### src/scanline_polygon_span_fill_unit_defines.svh
// Assertion helpers shared by the span fill unit
`ifndef SCANLINE_POLYGON_SPAN_FILL_UNIT_DEFINES_SVH
`define SCANLINE_POLYGON_SPAN_FILL_UNIT_DEFINES_SVH

// same-cycle implication, sampled on clk, off while rst_n is low
`define SPF_ASSERT_IMP(lbl, ante, cons, msg) \
    lbl: assert property (@(posedge clk) disable iff (!rst_n) (ante) |-> (cons)) \
        else $error(msg);

// next-cycle implication
`define SPF_ASSERT_NXT(lbl, ante, cons, msg) \
    lbl: assert property (@(posedge clk) disable iff (!rst_n) (ante) |=> (cons)) \
        else $error(msg);

`endif

### src/spf_pkg.sv
package spf_pkg;

    localparam int MAX_VERTICES  = 128;
    localparam int MAX_CROSSINGS = 16;
    localparam int SCREEN_WIDTH  = 128;
    localparam int SCREEN_HEIGHT = 160;
    localparam int MAX_RESULTS   = 8;

    localparam int COORD_W  = 16;
    localparam int ROW_W    = 11;
    localparam int COL_W    = 10;
    localparam int COLOR_W  = 16;
    localparam int VADDR_W  = $clog2(MAX_VERTICES);
    localparam int VCNT_W   = $clog2(MAX_VERTICES + 1);
    localparam int XIDX_W   = $clog2(MAX_CROSSINGS);
    localparam int XCNT_W   = $clog2(MAX_CROSSINGS + 1);
    localparam int RES_W    = $clog2(MAX_RESULTS + 1);
    localparam int DIV_STEPS = 16;
    localparam int DIVC_W   = $clog2(DIV_STEPS);

    localparam int SDATA_W  = 32;
    localparam int MDATA_W  = 48;
    localparam int PADDR_W  = 3;

    localparam logic CMD_VERTEX = 1'b0;
    localparam logic CMD_ROW    = 1'b1;

    localparam logic REG_FILL_COLOR = 1'b0;

    typedef enum logic [3:0] {
        ST_IDLE,
        ST_NONE,
        ST_INIT,
        ST_FETCH,
        ST_LOAD,
        ST_TEST,
        ST_MUL,
        ST_DIV,
        ST_STORE,
        ST_NEXT,
        ST_SORT,
        ST_PAIR,
        ST_FINISH
    } spf_state_t;

    typedef struct packed {
        logic vtx_load;
        logic row_init;
        logic load;
        logic test;
        logic mul;
        logic div_step;
        logic store;
        logic next;
        logic sort_step;
        logic pair_step;
        logic emit_final;
        logic emit_none;
    } spf_cmd_t;

    typedef struct packed {
        logic nothing_left;
        logic first;
        logic last_edge;
        logic hit;
        logic div_done;
        logic sort_done;
        logic pair_more;
        logic span_ok;
        logic pend_valid;
        logic out_free;
    } spf_stat_t;

endpackage

### src/spf_ctrl.sv
`include "scanline_polygon_span_fill_unit_defines.svh"

module spf_ctrl
    import spf_pkg::*;
(
    input  logic      clk,
    input  logic      rst_n,
    input  logic      s_axis_tvalid,
    input  logic      s_axis_tuser,
    output logic      s_axis_tready,
    input  spf_stat_t stat,
    output spf_cmd_t  cmd
);

    spf_state_t state_reg;
    spf_state_t state_next;

    always_ff @(posedge clk or negedge rst_n)
    begin
        if (!rst_n)
        begin
            state_reg <= ST_IDLE;
        end
        else
        begin
            state_reg <= state_next;
        end
    end

    always_comb
    begin
        state_next    = state_reg;
        cmd           = '0;
        s_axis_tready = 1'b0;
        unique case (state_reg)
            ST_IDLE:
            begin
                s_axis_tready = 1'b1;
                if (s_axis_tvalid)
                begin
                    if (s_axis_tuser == CMD_VERTEX)
                    begin
                        cmd.vtx_load = 1'b1;
                    end
                    else if (stat.nothing_left)
                    begin
                        state_next = ST_NONE;
                    end
                    else
                    begin
                        state_next = ST_INIT;
                    end
                end
            end
            ST_NONE:
            begin
                if (stat.out_free)
                begin
                    cmd.emit_none = 1'b1;
                    state_next    = ST_IDLE;
                end
            end
            ST_INIT:
            begin
                cmd.row_init = 1'b1;
                state_next   = ST_FETCH;
            end
            ST_FETCH:
            begin
                state_next = ST_LOAD;
            end
            ST_LOAD:
            begin
                cmd.load   = 1'b1;
                state_next = stat.first ? ST_FETCH : ST_TEST;
            end
            ST_TEST:
            begin
                cmd.test   = 1'b1;
                state_next = stat.hit ? ST_MUL : ST_NEXT;
            end
            ST_MUL:
            begin
                cmd.mul    = 1'b1;
                state_next = ST_DIV;
            end
            ST_DIV:
            begin
                cmd.div_step = 1'b1;
                if (stat.div_done)
                begin
                    state_next = ST_STORE;
                end
            end
            ST_STORE:
            begin
                cmd.store  = 1'b1;
                state_next = ST_NEXT;
            end
            ST_NEXT:
            begin
                cmd.next   = 1'b1;
                state_next = stat.last_edge ? ST_SORT : ST_FETCH;
            end
            ST_SORT:
            begin
                cmd.sort_step = 1'b1;
                if (stat.sort_done)
                begin
                    state_next = ST_PAIR;
                end
            end
            ST_PAIR:
            begin
                if (!stat.pair_more)
                begin
                    state_next = ST_FINISH;
                end
                else if (!(stat.span_ok && stat.pend_valid && !stat.out_free))
                begin
                    cmd.pair_step = 1'b1;
                end
            end
            ST_FINISH:
            begin
                if (stat.out_free)
                begin
                    cmd.emit_final = 1'b1;
                    state_next     = ST_IDLE;
                end
            end
            default:
            begin
                state_next = ST_IDLE;
            end
        endcase
    end

    `SPF_ASSERT_NXT(a_none_path, state_reg == ST_IDLE && s_axis_tvalid && s_axis_tuser == CMD_ROW && stat.nothing_left, state_reg == ST_NONE, "row command with nothing left not answered")
    `SPF_ASSERT_NXT(a_finish_exit, state_reg == ST_FINISH && stat.out_free, state_reg == ST_IDLE, "row not closed")
    `SPF_ASSERT_NXT(a_div_exit, state_reg == ST_DIV && stat.div_done, state_reg == ST_STORE, "quotient not stored")

endmodule

### config.mk
export PLATFORM = sky130hd
export DESIGN_NAME = spf_ctrl
export DESIGN_NICKNAME = d
export VERILOG_FILES = /design/src/spf_pkg.sv /design/src/spf_ctrl.sv
export VERILOG_INCLUDE_DIRS = /design/src /design/src/src
export SDC_FILE = /design/constraint.sdc
export NUM_CORES = 1
export LEC_CHECK = 0
export ABC_AREA = 1
export ABC_CLOCK_PERIOD_IN_PS = 1400
export CAP_MARGIN = 20
export CORE_UTILIZATION = 45
export DETAILED_ROUTE_END_ITERATION = 12
export DONT_BUFFER_PORTS = 1
export GPL_ROUTABILITY_DRIVEN = 0
export PLACE_DENSITY = 0.65
export SETUP_SLACK_MARGIN = 0.05
export SYNTH_ARGS = -nofsm -noshare
export SYNTH_HDL_FRONTEND = slang
export SYNTH_SLANG_ARGS = --single-unit
### constraint.sdc
create_clock -name clk -period 1.4 [get_ports clk]
set_clock_uncertainty 0.05 [all_clocks]
set_input_delay 0.07 -clock clk [delete_from_list [all_inputs] [get_ports clk]]
set_output_delay 0.07 -clock clk [all_outputs]
set_load 0.02 [all_outputs]
==> out/metrics.json <==
{
  "run_status": {
    "outcome": "complete, but fails checks",
    "failed_checks": "negative setup slack"
  },
  "final_layout": {
    "layoutNonFillerInstCount": 156,
    "final_net_count": 162,
    "layout.cells.most_common_list": "nand2_1 (22), buf_4 (15), buf_6 (14)",
    "layout.core_utilization_pct": 84.6,
    "layout-area-overhead-vs-synth_pct": 66.5,
    "largest_reg_flops": 4,
    "mostFrequentLayoutCell": "nand2_1",
    "layout-drive-gt1-share_pct": 58.9,
    "insertedDiodeCount": 0,
    "filler_instances": 65
  },
  "power": {
    "vdd_ir_drop_max_uv": 1660,
    "internal-power_w": 0.00129,
    "power.clock.fraction_pct": 5.3,
    "power_frac_comb_pct": 85.0,
    "seqPwrFrac_pct": 9.7,
    "netSwitchingPower_w": 0.00147,
    "switching_share_pct": 53.3,
    "reported_leakage_power_nw": 0.631,
    "pwr_dens_nw_per_um2": 2390
  },
  "floorplan": {
    "core_region_area_um2": 1370,
    "ioPinCount": 27,
    "die-width_um": 41.3,
    "floorplan.initialDensity_pct": 50.8,
    "placement_rows": 13,
    "die-area_um2": 1700,
    "die_y_um": 41.3
  },
  "sta": {
    "report.final.slew_viol_count": 0,
    "final.period_utilization_pct": 120,
    "timing.final.crit_period_ps": 1680,
    "max_slew.worst_pin.slew_ps": 305,
    "timing.final.ws_setup_ps": -275,
    "setup_tns_ps": -1930,
    "setup_violations": 15,
    "slew_headroom_pct": 79.6,
    "max_freq_mhz": 597,
    "rsz0062_at_grt": "true",
    "hold-worst-slack_ps": 52.7,
    "finalHoldViolations": 0
  },
  "synthesis": {
    "synthesis.area_um2": 694,
    "synth.ff_latch_count": 4,
    "synth_cells": 110,
    "synth_xor_area_share_pct": 0,
    "mappedNetlistNets": 129,
    "yosys.area_share.adder_pct": 9.01,
    "synth_mux_area_share_pct": 0,
    "synth_top_family_by_area": "simple AND/OR/NAND/NOR gates",
    "proportion_of_synthesized_chip_area_in_sequential_cells_pct": 14.4,
    "synth.avg_cell_area_um2": 6.31,
    "yosys.cell_types.count": 24,
    "synthSimpleGateAreaFrac_pct": 53.2,
    "synthesis.yosys.warnings": 0,
    "synth-compound-area-share_pct": 5.41
  },
  "worst_setup_path": {
    "regToRegEndpoint": "state_reg[2]$_DFFE_PN0P_",
    "r2r_start": "state_reg[2]$_DFFE_PN0P_",
    "cpMaxStageDelayCell": "dfrtp_1",
    "critical_path.endpoint_type": "register",
    "cp_cell_sequence": "inv_2 -> buf_12 -> ha_4 -> buf_6 -> inv_2 -> nand2_1 -> nand2_1 -> nand3_1 -> nor2_1 -> nor2_1 -> nand2_1 -> nand2_1",
    "cpMostUsedCell": "nand2_1",
    "worstPathMaxFanout": 6,
    "critical_path_class": "register to register",
    "worst-r2r-setup-slack_ps": -280,
    "worst-endpoint-arrival_ps": 1740,
    "timing.reg2reg.worst_path_depth": 12,
    "crit_required_ps": 1470,
    "cpPeakStageDelay_ps": 370,
    "start_kind": "register"
  },
  "routing": {
    "drt-pass1-iter-count": 4,
    "remaining_drc_errors": 0,
    "detail_route.iter0.violations": 41,
    "via_count": 907,
    "post_drt_wl_per_cell_um": 16.9,
    "route.detailed.vias_per_inst": 5.81,
    "remaining_antenna_violation_count_after_routing": 0,
    "routed_wl_um": 2640
  },
  "placed_design": {
    "place_worst_setup_slack_ps": -73.5,
    "post-dp-hpwl_um": 1400,
    "place_inst": 140,
    "port-buffer-count": 0
  },
  "cts": {
    "tritoncts": "built",
    "clockRootBuffer": "clkbuf_4",
    "cts_inserted_buffers": 3,
    "insertion_delay_ps": 240,
    "clk_pin_slew_worst_paths_ps": 40,
    "clock_path_buffers": 2,
    "clock_tree.htree_level_count": 1,
    "tritoncts_num_sinks": 4
  },
  "global_route": {
    "grt_pass1_vias": 733,
    "gr-total-overflow": 0,
    "groute.usage.overall_pct": 28.5,
    "largest_net_degree_at_the_start_of_global_routing": 8,
    "grt_first_pass_wirelength_um": 3180,
    "antenna_found_initial": 0
  },
  "hold_path": {
    "hold_path.class": "input port to async pin"
  },
  "job": {
    "timing.max_cap.violations": 0
  }
}
cells in the mapped netlist:
cell / n / area (um^2)
a21boi_1: 1 / 7.51
buf_6: 2 / 22.5
inv_1: 21 / 78.8
ha_1: 5 / 62.6
nand2_1: 25 / 93.8
nand4_1: 3 / 18.8
nand2_2: 3 / 18.8
nor2_4: 3 / 33.8
nand3_1: 11 / 55.1
nor2_1: 14 / 52.6
dfrtp_1: 4 / 100
nand3_2: 4 / 40.0
a31oi_1: 1 / 6.26
nor3_2: 1 / 10.0
o21ai_0: 1 / 5.00
inv_2: 1 / 3.75
a21oi_2: 1 / 8.76
nor2_2: 1 / 6.26
inv_4: 1 / 6.26
inv_6: 1 / 8.76
nand3_4: 1 / 17.5
buf_2: 1 / 5.00
a21oi_1: 2 / 10.0
nand2_4: 2 / 22.5
power groups by stage:
stage               logic [W]  clock network (W)  registers (W)
detailed placement    0.00160                  0       0.000252
finish                0.00235           0.000146       0.000269
global route          0.00251           0.000160       0.000268
floorplan             0.00126                  0       0.000221
global placement      0.00159                  0       0.000249
CTS                   0.00196           0.000147       0.000254
critical path: cells and delay by family (launching register included):
family,cells,cell delay (ps)
fa+ha+maj,1,190
simple gates,7,580
flops,1,370
buf+inv,4,370
through the flow:
stage	power (W)	instance area (um^2)
finish	0.00276	1160
CTS	0.00236	1030
global placement	0.00184	853
detailed placement	0.00185	853
floorplan	0.00148	733
global route	0.00294	1160
logic make-up after synthesis:
family / count (synthesis)
adders and majority gates: 5
AOI/OAI and AO/OA: 6
DFF: 4
and+or+nand+nor: 68
buffers and inverters: 27
what timing repair did:
| item | 4_1_cts | 5_1_grt |
|---|---|---|
| gates resized for setup | 22 | 27 |
| setup buffers | 7 | 5 |
| setup endpoints to repair | 17 | 17 |
| pin swaps | 6 | 17 |
| hold buffers | 1 | 0 |
| hold endpoints to repair | 4 | 0 |
final cells by class:
type / count / area (um^2) / area share (%)
Inverter: 24 / 103 / 8.87
Timing Repair Buffer: 31 / 300 / 26.0
Tap cell: 15 / 18.8 / 1.62
Multi-Input combinational cell: 79 / 609 / 52.7
Clock buffer: 3 / 22.5 / 1.95
Sequential cell: 4 / 103 / 8.87
worst max-delay path by stage:
stage	startpoint	to	slack, ps	cells after the start
global placement	state_reg[2]$_DFFE_PN0P_	state_reg[1]$_DFFE_PN0P_	-60	10
finish	state_reg[2]$_DFFE_PN0P_	state_reg[2]$_DFFE_PN0P_	-280	12
detailed placement	state_reg[2]$_DFFE_PN0P_	state_reg[1]$_DFFE_PN0P_	-70	10
floorplan	state_reg[2]$_DFFE_PN0P_	state_reg[1]$_DFFE_PN0P_	9	9
CTS	state_reg[2]$_DFFE_PN0P_	state_reg[3]$_DFFE_PN0P_	-160	11
global route	state_reg[2]$_DFFE_PN0P_	state_reg[2]$_DFFE_PN0P_	-360	12
routing by layer:
layer | global-route usage [%] | routed length (um) | vias to the layer above | part of all wire [%]
li1 | - | - | 407 | -
met1 | 31.9 | 889 | 413 | 34
met2 | 50.4 | 1370 | 74 | 52
met3 | 9.24 | 270 | 13 | 10
met4 | 8.87 | 102 | 0 | 3.9
met5 | 0 | 0 | - | 0
Power figures use the tool's default switching activity.
